`src/design/sliding_window_median_unit_assert.svh`:
```
// Assertion macros for the sliding window median unit.
`ifndef SLIDING_WINDOW_MEDIAN_UNIT_ASSERT_SVH
`define SLIDING_WINDOW_MEDIAN_UNIT_ASSERT_SVH
`ifndef SYNTHESIS
// Condition that holds at every clock edge outside reset.
`define SWM_ASSERT_ALWAYS(lbl, cond) \
  lbl: assert property (@(posedge clk) disable iff (!rst_n) (cond)) \
    else $error("sliding window median: check failed");
// Condition that implies another in the following cycle.
`define SWM_ASSERT_NEXT(lbl, ante, cons) \
  lbl: assert property (@(posedge clk) disable iff (!rst_n) (ante) |=> (cons)) \
    else $error("sliding window median: check failed");
`else
`define SWM_ASSERT_ALWAYS(lbl, cond)
`define SWM_ASSERT_NEXT(lbl, ante, cons)
`endif
`endif

```
`src/design/swm_pkg.sv`:
```
// Shared constants and types of the sliding window median unit.
package swm_pkg;

  localparam int WINDOW_MAX_DEF   = 64;
  localparam int SAMPLE_WIDTH_DEF = 32;
  localparam int CFG_WIDTH        = 7;
  localparam logic [CFG_WIDTH-1:0] LEN_RESET = 7'd3;

  // Status a cell shows to its neighbors
  typedef struct packed {
    logic valid;  // cell holds a window sample
    logic gx;     // sample greater than incoming key, or cell empty
    logic del;    // cell at or above the leaving sample's slot
  } swm_flags_t;

endpackage

```
`src/design/swm_ring.sv`:
```
// Arrival-order ring of samples; presents the sample that leaves next.
module swm_ring #(
  parameter int WINDOW_MAX   = swm_pkg::WINDOW_MAX_DEF,
  parameter int SAMPLE_WIDTH = swm_pkg::SAMPLE_WIDTH_DEF,
  localparam int LW = $clog2(WINDOW_MAX + 1),
  localparam int PW = (WINDOW_MAX > 1) ? $clog2(WINDOW_MAX) : 1
) (
  input  logic                           clk,
  input  logic                           rst_n,
  input  logic                           upd,
  input  logic                           clr,
  input  logic [LW-1:0]                  len_eff,
  input  logic signed [SAMPLE_WIDTH-1:0] key,
  output logic signed [SAMPLE_WIDTH-1:0] old_val
);
  import swm_pkg::*;

  logic signed [SAMPLE_WIDTH-1:0] ring_mem [WINDOW_MAX];
  logic [PW-1:0]                  pos_r, pos_nxt;
  logic signed [SAMPLE_WIDTH-1:0] old_r;
  logic [LW-1:0]                  pos_inc;

  // Next write slot wraps at the window length
  always_comb begin
    pos_inc = LW'(pos_r) + LW'(1);
    pos_nxt = (pos_inc == len_eff) ? '0 : PW'(pos_inc);
  end

  always_ff @(posedge clk) begin
    if (!rst_n || clr) begin
      pos_r <= '0;
    end else if (upd) begin
      pos_r <= pos_nxt;
    end
  end

  // Write the new sample, prefetch the one at the next slot
  always_ff @(posedge clk) begin
    if (upd) begin
      ring_mem[pos_r] <= key;
      old_r <= (pos_nxt == pos_r) ? key : ring_mem[pos_nxt];
    end
  end

  assign old_val = old_r;

endmodule

```
`config.mk`:
```
export PLATFORM = sky130hd
export DESIGN_NAME = swm_ring
export DESIGN_NICKNAME = d
export VERILOG_FILES = /design/src/design/sliding_window_median_unit_assert.svh /design/src/design/swm_pkg.sv /design/src/design/swm_ring.sv
export SDC_FILE = /design/constraint.sdc
export NUM_CORES = 2
export LEC_CHECK = 0
export CORE_ASPECT_RATIO = 0.5
export CORE_MARGIN = 4
export CORE_UTILIZATION = 30
export DETAILED_ROUTE_END_ITERATION = 8
export DONT_BUFFER_PORTS = 1
export PLACE_DENSITY = 0.5
export SKIP_CTS_REPAIR_TIMING = 1
export SLEW_MARGIN = 15
export SYNTH_ARGS = -nofsm -noshare
export SYNTH_HDL_FRONTEND = slang
export SYNTH_SLANG_ARGS = --single-unit
```
`constraint.sdc`:
```
create_clock -name clk -period 12.5 [get_ports clk]
set_input_delay 1.25 -clock clk [delete_from_list [all_inputs] [get_ports clk]]
set_output_delay 1.25 -clock clk [all_outputs]
set_load 0.02 [all_outputs]
```
---- Yosys cells after proc, flatten, opt, wreduce, memory -nomap -nowiden ----
Memories as Yosys holds them, arrays and structs flattened. A register that Yosys moved wholly into a read port is not among the register bits.
Cells that the tools add are included.
operators by class
  mux-type cells .......................... 3
  reduce and logical (&&, ||, !) cells .... 2
  equal/unequal tests ..................... 1
  $add $sub $neg .......................... 1
operators with widths
  kind                                                            number
  6-bit by 1-bit adder with 7-bit output (second input constant)  1
  7-bit equality test                                             1
  6-bit two-way mux                                               1
  1-bit two-way mux                                               2
  1-bit logical NOT                                               1
  1-bit logical OR                                                1
word-level totals
  input bits .............................. 43
  RAM bits ................................ 2048
  output and inout port bits .............. 32
  register bits ........................... 6
  logic and storage cells ................. 9
  memories kept ........................... 1
memories
  memory    depth  bits a word  read ports  clocked after Yosys merged registers in  wr ports  line            text
  ring_mem  64     32           1           1                                        1         swm_ring.sv:18  logic signed [SAMPLE_WIDTH-1:0] ring_mem [WINDOW_MAX];

---- Depth between registers and ports, before layout ----
  word-level depth ........................ 3
  mapped depth ............................ 13
  depth with buffers taken out ............ 9

---- Worst setup path before layout ----
No wires, ideal clock.
  kind .................................... input to register
  start ................................... input port upd
  end ..................................... register old_r[25] (netlist: old_val[25]) (read register of ring_mem) (data pin)
  setup slack ............................. 7790 ps
  cell stages on the path ................. 10
  buffers on the path ..................... 2
  data required time ...................... 12236 ps
  arrival time ............................ 4446 ps
  library setup time ...................... 264 ps
  cell sequence ........................... nor2b_1 -> nand2_1 -> nor2_1 -> nand4_1 -> o21ai_1 -> buf_2 -> buf_2 -> a221oi_1 -> nor4_1 -> nand3_1
RTL lines
  what                line            text
  start: declaration  swm_ring.sv:10  input logic upd,
  end: declaration    swm_ring.sv:20  logic signed [SAMPLE_WIDTH-1:0] old_r;

---- Worst setup path in the final report ----
  start ................................... register pos_r[0]
  end ..................................... register old_r[17] (netlist: old_val[17]) (read register of ring_mem) (data pin)
between the ends
  word-level cells in the longest chain between the ends .. 3
RTL lines
  what                                        line            text
  start: declaration                          swm_ring.sv:19  logic [PW-1:0] pos_r, pos_nxt;
  start signal: assignment                    swm_ring.sv:33  pos_r <= pos_nxt;
  6-bit by 1-bit adder with 7-bit output (*)  swm_ring.sv:25  pos_inc = LW'(pos_r) + LW'(1);
  7-bit equality test                         swm_ring.sv:26  pos_nxt = (pos_inc == len_eff) ? '0 : PW'(pos_inc);
  6-bit two-way mux (*)                       swm_ring.sv:26
Every way passes the cells marked *; elsewhere a longest branch is shown, timed or not.
A chain may end at the register's enable or synchronous reset.

==> flow_metrics.tcl <==
set metrics [dict create \
    endpoint_kind "flop" \
    gr-total-overflow 0 \
    place.gp.congestion 0.837 \
    ys_ff_latch 2086 \
    crit_fanout 126 \
    total_power_uw 14100 \
    numCtsBuffers 209 \
    critPathKind "flop to flop" \
    rows 135 \
    viasPerCell 5.46 \
    synth-seq-area-share_pct 76.1 \
    ys_warn_count 0 \
    r2r_slack_ns 6.54 \
    maxCapViolations 0 \
    power_density_nw_per_um2 151 \
    wire_per_inst_um 30.6 \
    grt_pass1_vias 44809 \
    power_frac_comb_pct 3.3 \
    cts.sinks 2086 \
    routed_wl_um 259000 \
    clkPwrFrac_pct 41.8 \
    drt_iter0_markers 6299 \
    syn_to_final_growth_pct 13.8 \
    slew_headroom_pct 12.8 \
    hold_path_startpoint "key[25]" \
    nNetsFinal 4723 \
    cp.arrival_ns 6.44 \
    reg2reg_to "old_val[17]" \
    core_um2 272000 \
    cts.htree.levels 4 \
    drv_slew 0 \
    detail_route.drc_violations 0 \
    pwr-share-seq_pct 54.9 \
    final_common_cell "edfxtp_1" \
    netlist_instances 4658 \
    drive_above_1_share_pct 15.7 \
    fillers 25358 \
    power.switching_uw 2960 \
    root_buffer "clkbuf_16" \
    track_usage_pct 17.8 \
    synth_flop_cell "edfxtp_1" \
    syn_area_um2 82300 \
    io_buffers 0 \
    rr_worst_depth 12 \
    critPathRequiredTime_ns 12.99 \
    synth_edf_count 2080 \
    min_path_type "input port to flop" \
    grt_pass1_wl_um 361000 \
    multiInputGateArea_um2 19000 \
    synthArstFlopShare_pct 0 \
    hold_viol 0 \
    status "finished, final reports clean" \
    tns_ns 0 \
    rsz0062_at_grt "no" \
    ant_nets 0 \
    regArea_um2 62600 \
    dp_hpwl_um 147000 \
    place_area_um2 87400 \
    worstMarginPinSlew_ns 1.30 \
    cts_tree "done" \
    fp.dieArea_um2 283000 \
    antenna_found_initial 15 \
    whs_endpoint "ring_mem[57][25]" \
    fin_crit_sh_pct 47.6 \
    clock_latency_ns 0.86 \
    start_kind "flop" \
    clock_path_buffers 4 \
    syn-mean-instance-area_um2 17.7 \
    dr_total_vias 46307 \
    fmax_mhz 168 \
    switching_share_pct 21.0 \
    clk_pin_slew_ns 0.07 \
    ir_drop_uv 110 \
    timing.rr.start "pos_r[0]" \
    stdcell_area_um2 93600 \
    finClkSkew_ns 0.0727 \
    most-common-layout-cells "edfxtp_1, mux2i_1, nand2_1, o21ai_0, a21oi_1" \
    synth_nets 4702 \
    die_w_um 749 \
    ys_types 77 \
    dieHeight_um 378 \
    grt_max_degree 143 \
    finalSetupViolCount 0 \
    ios 75 \
    dr.pass1.iters 6 \
    post-route-util_pct 34.4 \
    start_util_pct 30.3 \
    intPower_uw 11200 \
    finalCriticalPeriod_ns 5.96 \
    leakagePower_uw 0.0289 \
    hold_path_depth 0 \
]
==> stage by stage <==
stage | worst slack [ns] | hold WS (ns) | instances
2_1_floorplan | 7.79 | 0.571 | 4658
3_3_place_gp | 6.54 | 0.544 | 8095
3_5_place_dp | 6.77 | 0.547 | 8098
4_1_cts | 6.69 | 0.433 | 8472
5_1_grt | 6.49 | 0.453 | 8472
6_report | 6.54 | 0.503 | 8478
==> cell usage after synthesis, drive strengths merged, types with 4 or more instances <==
cell / count / area, µm²
and2: 4 / 25.0
nor4: 80 / 500
dfxtp: 6 / 120
o211ai: 60 / 450
mux2: 58 / 653
nand3: 68 / 355
buf: 113 / 548
a21oi: 224 / 1120
a211oi: 34 / 260
xor2: 5 / 43.8
o22a: 27 / 236
and3: 8 / 50.1
o21a: 4 / 30.0
nand2: 236 / 886
xnor2: 8 / 70.1
nor2: 157 / 589
o21ai: 237 / 1200
a211o: 26 / 228
a32oi: 5 / 43.8
a221oi: 62 / 543
o32ai: 6 / 52.6
a2111oi: 12 / 105
o311ai: 4 / 35.0
mux2i: 365 / 3650
a31oi: 64 / 400
a21o: 5 / 37.5
nand2b: 4 / 25.0
o211a: 34 / 340
clkbuf: 217 / 815
or3: 9 / 56.3
o22ai: 92 / 576
edfxtp: 2080 / 62500
nor3: 10 / 61.3
o2111ai: 25 / 219
a32o: 28 / 280
o311a: 28 / 280
mux4: 196 / 4410
o31ai: 4 / 43.8
==> sequential cells by signal (all words and copies together) (netlist names) <==
signal,cells
pos_r,6
old_val,32
ring_mem,2048
==> cells by family (layout without fill, tap and decap cells) <==
logic type	after synthesis	in the layout	synth area share (%)
compound gates	1009	1009	8.19
fa+ha+maj	1	1	0.0152
buf+inv	334	518	1.67
other cells	0	6	0
flops	2086	2086	76.1
simple gates	594	594	3.28
xor+xnor	15	15	0.193
mux	619	619	10.6
==> worst max-delay path: stages (launching register included) <==
cell and delay [ns]:
dfxtp_4 0.83, ha_4 0.53, xnor2_1 0.17, nand3_1 0.17, nor4b_4 0.27, buf_4 0.40, nand3_4 0.28, buf_12 0.38
o21ai_4 0.41, buf_4 0.54, a221oi_1 0.18, nor4_1 1.11, nand3_1 0.21
==> worst max-delay path by stage <==
| stage | startpoint | end | slack (ns) | cells after the start |
|---|---|---|---|---|
| final | pos_r[0] | old_val[17] | 6.54 | 12 |
| after global routing | pos_r[0] | old_val[17] | 6.49 | 12 |
| after CTS | pos_r[0] | old_val[17] | 6.69 | 12 |
| after detailed placement | pos_r[0] | old_val[12] | 6.77 | 12 |
| after global placement | pos_r[0] | old_val[13] | 6.54 | 12 |
| after floorplan | upd | old_val[25] | 7.79 | 10 |
==> final cells by class <==
cell class	count	area share [%]
repair buffers	140	1.29
diodes	6	0.0160
clock buffers	273	5.87
flip-flops and latches	2086	66.8
clock inverters	101	0.796
inverters	4	0.0214
well taps	3630	4.85
multi-input cells	2238	20.3
==> power groups by stage <==
| stage | logic (µW) | clock network [µW] | registers (µW) |
|---|---|---|---|
| finish | 461 | 5910 | 7750 |
| global route | 485 | 6310 | 7740 |
| detailed placement | 458 | 0 | 7900 |
| CTS | 459 | 6020 | 7750 |
| global placement | 454 | 0 | 7900 |
| floorplan | 284 | 0 | 7880 |
==> routing by layer <==
| layer | routed length (µm) | global-route usage (%) |
|---|---|---|
| met1 | 111000 | 25.3 |
| met2 | 118000 | 27.9 |
| met3 | 23500 | 3.74 |
| met4 | 6340 | 4.23 |
| met5 | 0 | 0 |
Note: power is estimated with default switching activity, not from simulation.
