### src/design/sliding_window_median_unit_assert.svh
// Assertion macros for the sliding window median unit.
`ifndef SLIDING_WINDOW_MEDIAN_UNIT_ASSERT_SVH
`define SLIDING_WINDOW_MEDIAN_UNIT_ASSERT_SVH
`ifndef SYNTHESIS
// Condition that holds at every clock edge outside reset.
`define SWM_ASSERT_ALWAYS(lbl, cond) \
  lbl: assert property (@(posedge clk) disable iff (!rst_n) (cond)) \
    else $error("sliding window median: check failed");
// Condition that implies another in the following cycle.
`define SWM_ASSERT_NEXT(lbl, ante, cons) \
  lbl: assert property (@(posedge clk) disable iff (!rst_n) (ante) |=> (cons)) \
    else $error("sliding window median: check failed");
`else
`define SWM_ASSERT_ALWAYS(lbl, cond)
`define SWM_ASSERT_NEXT(lbl, ante, cons)
`endif
`endif

### src/design/swm_pkg.sv
// Shared constants and types of the sliding window median unit.
package swm_pkg;

  localparam int WINDOW_MAX_DEF   = 64;
  localparam int SAMPLE_WIDTH_DEF = 32;
  localparam int CFG_WIDTH        = 7;
  localparam logic [CFG_WIDTH-1:0] LEN_RESET = 7'd3;

  // Status a cell shows to its neighbors
  typedef struct packed {
    logic valid;  // cell holds a window sample
    logic gx;     // sample greater than incoming key, or cell empty
    logic del;    // cell at or above the leaving sample's slot
  } swm_flags_t;

endpackage

### src/design/swm_cell.sv
// One cell of the sorted window: holds one sample and shifts with its neighbors.
module swm_cell #(
  parameter int SAMPLE_WIDTH = swm_pkg::SAMPLE_WIDTH_DEF
) (
  input  logic                           clk,
  input  logic                           rst_n,
  input  logic                           upd,
  input  logic                           clr,
  input  logic                           del_en,
  input  logic signed [SAMPLE_WIDTH-1:0] key,
  input  logic signed [SAMPLE_WIDTH-1:0] old_val,
  input  logic signed [SAMPLE_WIDTH-1:0] lo_val,
  input  swm_pkg::swm_flags_t            lo_flg,
  input  logic signed [SAMPLE_WIDTH-1:0] up_val,
  input  swm_pkg::swm_flags_t            up_flg,
  output logic signed [SAMPLE_WIDTH-1:0] val,
  output swm_pkg::swm_flags_t            flg
);
  import swm_pkg::*;

  logic signed [SAMPLE_WIDTH-1:0] val_r, val_nxt;
  logic                           valid_r, valid_nxt;
  logic                           grx_lo, grx_me;
  logic signed [SAMPLE_WIDTH-1:0] rlo_val, rme_val;
  logic                           rlo_v, rme_v;

  // Own status against the incoming and the leaving sample
  always_comb begin
    flg.valid = valid_r;
    flg.gx    = !valid_r || (val_r > key);
    flg.del   = del_en && valid_r && (val_r >= old_val);
  end

  // Window after removal, seen at this slot and the one below
  always_comb begin
    grx_lo  = lo_flg.del ? flg.gx : lo_flg.gx;
    rlo_val = lo_flg.del ? val_r : lo_val;
    rlo_v   = lo_flg.del ? valid_r : lo_flg.valid;
    grx_me  = flg.del ? up_flg.gx : flg.gx;
    rme_val = flg.del ? up_val : val_r;
    rme_v   = flg.del ? up_flg.valid : valid_r;
  end

  // Insert: shift up above the key's slot, take the key at it
  always_comb begin
    if (grx_lo) begin
      val_nxt   = rlo_val;
      valid_nxt = rlo_v;
    end else if (grx_me) begin
      val_nxt   = key;
      valid_nxt = 1'b1;
    end else begin
      val_nxt   = rme_val;
      valid_nxt = rme_v;
    end
  end

  always_ff @(posedge clk) begin
    if (!rst_n || clr) begin
      valid_r <= 1'b0;
    end else if (upd) begin
      valid_r <= valid_nxt;
    end
  end

  always_ff @(posedge clk) begin
    if (upd) begin
      val_r <= val_nxt;
    end
  end

  assign val = val_r;

endmodule

### config.mk
export PLATFORM = sky130hd
export DESIGN_NAME = swm_cell
export DESIGN_NICKNAME = d
export VERILOG_FILES = /design/src/design/sliding_window_median_unit_assert.svh /design/src/design/swm_pkg.sv /design/src/design/swm_cell.sv
export SDC_FILE = /design/constraint.sdc
export NUM_CORES = 1
export LEC_CHECK = 0
export BUFFER_PORTS_ARGS = -buffer_cell sky130_fd_sc_hd__buf_2
export CAP_MARGIN = 20
export CORE_ASPECT_RATIO = 0.7
export CORE_UTILIZATION = 38
export CTS_CLUSTER_SIZE = 16
export DETAILED_ROUTE_END_ITERATION = 10
export GPL_ROUTABILITY_DRIVEN = 1
export PLACE_DENSITY = 0.66
export SKIP_CTS_REPAIR_TIMING = 1
export SYNTH_ARGS = -nofsm -noshare
export SYNTH_HDL_FRONTEND = slang
export SYNTH_SLANG_ARGS = --single-unit
### constraint.sdc
create_clock -name clk -period 6.6 [get_ports clk]
set_clock_uncertainty 0.15 [all_clocks]
set_input_delay 0.33 -clock clk [delete_from_list [all_inputs] [get_ports clk]]
set_output_delay 0.33 -clock clk [all_outputs]
set_load 0.01 [all_outputs]
After elaboration in Yosys (flattened, before gate mapping)
Cells that the tools add are included. W data, S select, Z words.

Bits in registers: 33. Word-level logic and storage cells: 23. Input bits: 139. Output and inout bits: 35.

Muxes and demuxes: 10. $lt $le $gt $ge: 2. Eq/ne operators: 1. Reduce and logical (&&, ||, !) cells: 8.

Operators with widths (count): $mux W32 (4); $ge A32 B32 Y1 (1); $gt A32 B32 Y1 (1); $mux W1 (6); $reduce_and A3 Y1 (1); $reduce_bool A3 Y1 (1); $logic_and A1 B1 Y1 (2); $logic_not A1 Y1 (2); $logic_or A1 B1 Y1 (2); $ne A2 B2 Y1 const B (1).

Longest topological paths before layout
Gate-level depths: netlist of the first run.

Depth after elaboration: 5. Depth in mapped cells: 12. Mapped depth without buffers: 11.

Worst setup path after synthesis of the first run
No wires, ideal clock.

Kind: flip-flop to flip-flop. From: register val_r[31], in the netlist val[31]. To: register val_r[0], in the netlist val[0], enable pin. Stages on the path, launching flop included: 9. Period minus slack after synthesis: 5.349 ns. Setup time: 0.468 ns. Path buffers: 0. Setup slack: 1.251 ns. Arrival: 4.731 ns. Data required time: 5.982 ns. Cell sequence: edfxtp_1 -> ha_1 -> nand4_1 -> or4_1 -> or3_4 -> a31oi_1 -> o221a_2 -> inv_2 -> o21ai_0.

Cells in the longest elaborated chain, start to end: 5. Elaborated cells on any way between the ends: 9. Classes of those cells: order compare: 2; eq/ne: 1; mux: 2; reduce/logical: 4.

Ends and longest elaborated chain: start, declared (RTL line swm_cell.sv:21) `logic signed [SAMPLE_WIDTH-1:0] val_r, val_nxt;`; start signal, assigned (RTL line swm_cell.sv:68) `val_r <= val_nxt;`; $gt A32 B32 Y1 / $ge A32 B32 Y1 (equally long branches) (RTL line swm_cell.sv:30, swm_cell.sv:31); $logic_or A1 B1 Y1 / $logic_and A1 B1 Y1 (equally long branches) (RTL line swm_cell.sv:30, swm_cell.sv:31); $mux W1 (on tied branches) (RTL line swm_cell.sv:36, swm_cell.sv:39); $ne A2 B2 Y1 (no source line) / $reduce_bool A3 Y1 (equally long branches); $reduce_and A3 Y1 (no source line) *.

Mark *: on every way between the ends. The rest lies on a longest branch, timed or not. A chain may end at the register's enable or synchronous reset.

==> flow_summary.yaml, run 1 <==
worst_setup_path:
  path_cells: "ha_1 > a21oi_1 > o21ai_0 > a221oi_1 > a31oi_1 > a41o_1 > nor2_4 > buf_4 > inv_1 > buf_8 > buf_2"
  r2r-start: "val[31]"
  crit_path_max_fanout: 65
  worstRegToRegCells: 9
  cp_slowest_stage_delay_ps: 550
  cp-startpoint: "val[19]"
  startpoint_type: "flop"
  worst-setup-path-type: "flop to output port"
  r2r_setup_slack_ps: 2390
  cp-end-kind: "output port"
  critPathRequiredTime_ps: 6120
  cp_slowest_cell: "buf_4"
  cp.arrival_ps: 3880
power:
  ir_drop_uv: 101
  p_total_uw: 787
  p_leak_uw: 0.00256
  powerDensity_nw_per_um2: 148
yosys:
  synth.largest_area_cell: "edfxtp_1"
  async_flop_share_pct: 0
  syn-cell-area_um2: 4220
  synth_top_area_share_pct: 22.8
  syn-num-nets: 756
  synth_ff_type: "edfxtp_1"
  ys_ff_latch: 33
  synth_cell_types: 38
  syn_inst: 553
  yosys-top-cells-area: "edfxtp_1 (23%), ha_1 (19%), nand3_1 (8.5%)"
  yosys-top-cells-count: "nand3_1 (72), inv_1 (70), ha_1 (64)"
  yosysWarnings: 0
  ys_seq_area_share_pct: 23.3
  synth.most_common_cell: "nand3_1"
  avgSynthCellArea_um2: 7.62
  synth_edf_count: 32
timing:
  worstMarginPinSlew_ps: 1090
  fin_tns_setup_ps: 0
  maxSlewHeadroom_pct: 27.4
  fmax_ghz: 0.230
  setup_ws_ps: 2240
  final_hold_viol_count: 0
  finalSetupViolCount: 0
  fin_crit_sh_pct: 66.0
  finalMaxSlewViolations: 0
  holdWs_ps: 261
  rsz0062_at_grt: "no"
  period_needed_ps: 4360
die:
  die_w_um: 128
  ioPinCount: 174
  start_util_pct: 40.0
  die-area_um2: 11500
  row_count: 31
  dieHeight_um: 90.1
  design.core.area_um2: 10600
min_path:
  min_from: "lo_flg[2]"
  hold_path.class: "input pin to flop"
  hold_path_depth: 4
cells_and_area:
  diodes: 0
  final_nets: 908
  area_growth_pct: 26.2
  fillers: 1051
  drive_gt1_share_pct: 26.9
detailed_routing:
  viasPerCell: 5.42
  antenna_left: 0
  wl_um: 13700
  drc: 0
  drt_iter0_markers: 197
  dr.pass1.iters: 5
  wl_per_cell_um: 16.1
  routed-via-count: 4626
placed_design:
  dp_hpwl_um: 10400
  io_buffers: 172
  pre_cts_ws_ps: 2330
  place_congestion: 0.811
clock_tree:
  cts_tree: "built"
  h-tree-depth: 2
  clkTransAtPathRegs_ps: 50
  numCtsBuffers: 5
  clock_latency_ps: 270
  root_buffer: "clkbuf_16"
  cts_buffer_depth: 2
  cts_sinks: 33
grt:
  grtUsageTotal_pct: 23.5
  grt_pass1_wl_um: 21500
  grt_max_degree: 66
  grt_overflow: 0
  antenna_found_initial: 0
  grt_pass1_vias: 4415
run_status:
  outcome: "finished clean"
run:
  maxCapViolations: 0
[registers in the layout, indices dropped and copies added (netlist names)]
signal   cells
val         32
valid_r      1
[final cells by class]
type / instances / area (um^2) / share of cell area [%]
Tap cell: 148 / 185 / 3.48
Sequential cell: 33 / 981 / 18.4
Inverter: 71 / 267 / 5.01
Timing Repair Buffer: 177 / 906 / 17.0
Multi-Input combinational cell: 417 / 2850 / 53.5
Clock buffer: 8 / 136 / 2.56
[critical path: cells and delay by family (launching register included)]
family	cells	cell delay [ps]
adder cells (fa/ha/maj)	1	340
flip-flops	1	420
AND/OR/NAND/NOR	1	110
buffers and inverters	4	1530
AO/OA/AOI/OAI	5	1120
[metrics by stage]
stage          instance area [um^2]  util, %  cells
6_report                       5320     50.4    854
4_1_cts                        5310     50.3    853
3_5_place_dp                   5170     49.0    845
3_3_place_gp                   5170     49.0    845
5_1_grt                        5320     50.4    854
2_1_floorplan                  4220        -    553
[logic make-up after synthesis]
logic type,count (synthesis),synth area share [%]
and+or+nand+nor,227,28.4
AOI/OAI and AO/OA,126,19.6
buffers and inverters,103,9.77
adders and majority gates,64,19.0
DFF,33,23.3
[cells in the final DEF (no fill, tap or decap), drive strengths merged]
cell	instances
a2111o	1
a211oi	3
a21o	2
a21oi	26
a221o	1
a221oi	2
a31oi	6
a41o	2
a41oi	33
and2	32
and4	3
buf	177
clkbuf	8
dfxtp	1
edfxtp	32
ha	64
inv	71
nand2	19
nand2b	2
nand3	72
nand4	12
nor2	40
nor2b	34
nor3	4
nor4	1
o211ai	2
o21ai	45
o221a	2
o311ai	1
or2	1
or3	3
or4	3
or4b	1
[worst paths after layout]
path / endpoint
setup / recovery: flg[0]
hold reg to reg: valid_r
hold / removal: valid_r
setup reg to reg: val[17]
[report_power, final]
group	switching, uW	internal [uW]
Sequential	14.7	253
Combinational	171	124
Clock	84.3	140
[metal layers]
layer / vias to the layer above / GRT usage, % / share of wire (%)
met5: - / 0 / 0
met4: 0 / 7.35 / 1.8
met3: 25 / 3.87 / 5.6
met2: 177 / 36.9 / 44
met1: 2113 / 32.7 / 49
li1: 2311 / - / -
Power figures use the tool's default switching activity.
==> run 2: changes to the inputs <==
- ABC_AREA: unset -> 1
- PLACE_DENSITY: 0.66 -> 0.67
- clock period: 6.6 -> 4.35 ns (I/O delays scaled with it)
==> flow_summary.yaml, run 2 <==
run:
  maxCapViolations: 0
clock_tree:
  clock_latency_ps: 280
  root_buffer: "clkbuf_16"
  cts_tree: "built"
  cts_buffer_depth: 2
  clkTransAtPathRegs_ps: 60
  h-tree-depth: 2
  cts_sinks: 33
  numCtsBuffers: 5
cells_and_area:
  mostFrequentLayoutCells: "buf_2 (172), nand2_1 (106), inv_1 (86)"
  largest_register_ff_count: 32
  final_nets: 857
  diodes: 0
  seqCellArea_um2: 981
  multi_input_area_um2: 2370
  drive_gt1_share_pct: 36.6
  layoutNonFillerInstCount: 783
  area_growth_pct: 26.5
  layout_commonest_cell: "buf_2"
  fillers: 986
timing:
  maxSlewHeadroom_pct: 47.9
  finalSetupViolCount: 0
  fmax_ghz: 0.310
  fin_crit_sh_pct: 74.1
  final_hold_viol_count: 0
  fin_tns_setup_ps: 0
  setup_ws_ps: 1130
  finalMaxSlewViolations: 0
  holdWs_ps: 36.3
  worstMarginPinSlew_ps: 780
  rsz0062_at_grt: "no"
  period_needed_ps: 3220
yosys:
  syn-cell-area_um2: 3850
  yosys.area_share.adder_pct: 20.8
  synth_top_area_share_pct: 24.9
  synth_compound_area_share_pct: 22.8
  yosys-top-cells-area: "edfxtp_1 (25%), ha_1 (21%), nand2_1 (10%)"
  ys_seq_area_share_pct: 25.5
  avgSynthCellArea_um2: 7.89
  yosys-top-cells-count: "nand2_1 (106), inv_1 (86), ha_1 (64)"
  syn-num-nets: 691
  syn_inst: 488
  yosys-mux-area-fraction_pct: 0
  synth.largest_area_cell: "edfxtp_1"
  synth_xor_area_share_pct: 0
  yosysWarnings: 0
  synth_ff_type: "edfxtp_1"
  synth_edf_count: 32
  synth-simple-area-share_pct: 17.9
  synth.most_common_cell: "nand2_1"
  ys_ff_latch: 33
  synth_cell_types: 29
  synth_top_family_by_area: "compound AO/OA/AOI/OAI gates"
  async_flop_share_pct: 0
detailed_routing:
  antenna_left: 0
  routed-via-count: 3765
  viasPerCell: 4.81
  dr.pass1.iters: 4
  drc: 0
  drt_iter0_markers: 163
  wl_um: 10600
  wl_per_cell_um: 13.5
die:
  row_count: 30
  die_w_um: 122
  ioPinCount: 174
  die-area_um2: 10600
  dieHeight_um: 86.2
  start_util_pct: 39.5
  design.core.area_um2: 9760
worst_setup_path:
  cp_slowest_cell: "nand2_1"
  worst-setup-path-type: "flop to flop"
  crit_path_max_fanout: 21
  critical-path-top-delay-family: "simple AND/OR/NAND/NOR gates"
  cp_slowest_stage_delay_ps: 460
  r2r_setup_slack_ps: 1130
  cp.arrival_ps: 3090
  critPathRequiredTime_ps: 4220
  startpoint_type: "flop"
  cp-end-kind: "flop"
  path_cells: "ha_1 > a21oi_1 > o21ai_0 > a21oi_1 > nand2_1 > nand2_2 > nand2_1 > nand2_1 > nand2_1 > nand2_2 > nand2_4 > nand2_1 > nand2_1 > buf_4 > nand2_1 > o21ai_1"
  cpMostUsedCell: "nand2_1"
  cp.buffers_inverters: 1
grt:
  grt_pass1_vias: 3617
  antenna_found_initial: 0
  grt_overflow: 0
  grt_max_degree: 35
  grtUsageTotal_pct: 20.4
  grt_pass1_wl_um: 16900
power:
  p_leak_uw: 0.00266
  p_total_uw: 1140
  powerDensity_nw_per_um2: 234
  ir_drop_uv: 129
run_status:
  outcome: "finished clean"
placed_design:
  dp_cells: 775
  pre_cts_ws_ps: 1110
  place_congestion: 0.828
  io_buffers: 172
  dp_hpwl_um: 8570
min_path:
  hold_path.class: "input pin to flop"
## run 2: power by group
group          switching, uW  internal [uW]  leakage, uW
clock network            129            228    0.0000712
registers               18.6            379     0.000311
logic                    216            166      0.00228
## run 2: kinds of logic (layout without fill, tap and decap cells)
logic type	count (synthesis)	count (layout)
AND/OR/NAND/NOR	150	150
AO/OA/AOI/OAI	139	139
buffers and inverters	102	269
adder cells (fa/ha/maj)	64	64
flip-flops	33	33
## run 2: path summary, 6_finish.rpt
path	startpoint	to	cells after the start
max	val[15]	val[14]	16
min	clr	valid_r	4
max reg2reg	val[15]	val[14]	16
min reg2reg	valid_r	valid_r	4
## run 2: cell type report
cell class              instances  share of cell area, %
clock buffers                   8                   3.00
well taps                     128                   3.29
inverters                      86                   6.62
multi-input cells             353                   48.6
flip-flops and latches         33                   20.1
repair buffers                175                   18.4
## run 2: per-stage QoR
stage                     instance area [um^2]  util (%)
after floorplan                           3850         -
after global placement                    4730      48.4
after detailed placement                  4730      48.4
after CTS                                 4870      49.9
after global routing                      4870      49.9
final                                     4870      49.9
## run 2: metal layers
metal	GRT usage, %	share of wire (%)	up-vias
met5	0	0	-
met2	34.6	45	117
met4	2.66	0.38	0
met3	3.03	5.1	2
met1	28.0	49	1686
li1	-	-	1960
## run 2: worst min-delay path, cell delays in order
cell and delay (ps):
buf_2 80, nor2_1 30, nand2_1 50, nor2_1 40
==> run 3: changes to the inputs <==
- ABC_AREA: 1 -> 0
- PLACE_DENSITY: 0.67 -> 0.66
- clock period: 4.35 -> 3.1 ns (I/O delays scaled with it)
==> flow_summary.yaml, run 3 (same netlist as run 1, synthesis figures left out) <==
run_status:
  outcome: "complete, but fails checks"
  violations: "negative setup slack"
die:
  start_util_pct: 40.0
  dieHeight_um: 90.1
  ioPinCount: 174
  design.core.area_um2: 10600
  row_count: 31
  die_w_um: 128
  die-area_um2: 11500
cells_and_area:
  largest_register_ff_count: 32
  drive_gt1_share_pct: 41.6
  layout_commonest_cell: "buf_2"
  final_nets: 968
  mostFrequentLayoutCells: "buf_2 (172), inv_1 (69), ha_1 (60)"
  layoutNonFillerInstCount: 916
  area_growth_pct: 53.3
worst_setup_path:
  r2r_setup_slack_ps: -150
  worst-setup-path-type: "flop to flop"
  critPathRequiredTime_ps: 2950
  startpoint_type: "flop"
  r2r-start: "val[18]"
  cp-startpoint: "val[18]"
  cp-end-kind: "flop"
  cp.arrival_ps: 3100
  crit_path_max_fanout: 6
clock_tree:
  cts_sinks: 33
  h-tree-depth: 2
  clkTransAtPathRegs_ps: 60
  clock_latency_ps: 280
  root_buffer: "clkbuf_16"
  cts_buffer_depth: 2
  numCtsBuffers: 5
  cts_tree: "built"
detailed_routing:
  viasPerCell: 5.55
  wl_per_cell_um: 17.6
  antenna_left: 0
  dr.pass1.iters: 5
  drc: 0
  wl_um: 16100
  drt_iter0_markers: 301
  routed-via-count: 5080
timing:
  worstMarginPinSlew_ps: 1090
  fin_tns_setup_ps: -6580
  finalSetupViolCount: 66
  maxSlewHeadroom_pct: 27.2
  final_hold_viol_count: 0
  fin_crit_sh_pct: 105
  rsz0062_at_grt: "yes"
  fmax_ghz: 0.307
  setup_ws_ps: -153
  finalMaxSlewViolations: 0
  period_needed_ps: 3250
placed_design:
  dp_cells: 888
  dp_hpwl_um: 11500
  io_buffers: 172
  place_congestion: 0.844
grt:
  grt_max_degree: 66
  grt_overflow: 0
  grtUsageTotal_pct: 25.4
  grt_pass1_wl_um: 23500
  grt_pass1_vias: 4755
  antenna_found_initial: 1
run:
  maxCapViolations: 0
power:
  ir_drop_uv: 216
  powerDensity_nw_per_um2: 301
  p_leak_uw: 0.00300
min_path:
  min_from: "lo_flg[2]"
  hold_path.class: "input pin to flop"
run 3: area by class of cell:
cell class                      instances  area (um^2)
Clock inverter                          3         17.5
Tap cell                              148          185
Antenna cell                            2         5.00
Multi-Input combinational cell        417         3300
Sequential cell                        33          981
Timing Repair Buffer                  237         1580
Clock buffer                            5          125
Fill cell                             958         4090
Inverter                               71          272
run 3: worst max-delay path: stages (launching register included):
cell and delay, ps:
edfxtp_1 400, ha_1 330, nand4_1 150, or4_4 600, or3_4 370, a31oi_1 150, o221a_2 270, inv_4 80
o21ai_4 160, buf_6 160, clkbuf_16 150
run 3: routing by layer:
metal | share of wire, % | GRT usage, % | vias up
met5 | 0 | 0 | -
met3 | 7.5 | 3.57 | 23
li1 | - | - | 2434
met2 | 44 | 38.5 | 220
met4 | 1.4 | 5.39 | 0
met1 | 47 | 37.7 | 2403
run 3: worst paths after layout:
kind	endpoint	cells after the start
worst max register to register	val[22]	10
worst min register to register	valid_r	3
worst min-delay path	valid_r	4
worst max-delay path	val[22]	10
run 3: where the power goes:
part	switching (uW)	internal [uW]	total [uW]
combinational	475	414	889
sequential	25.6	537	563
clock	197	295	492
total	698	1250	1940
run 3: stage by stage:
stage	hold slack (ps)	setup slack (ps)	power, uW	utilization (%)	instance area (um^2)
after global placement	380	-122	1260	53.1	5600
after floorplan	233	-255	960	-	4260
after CTS	90.9	-201	1780	54.4	5740
final	96.5	-153	1940	61.3	6460
after global routing	103	-235	2050	61.2	6460
after detailed placement	373	-188	1290	53.1	5600
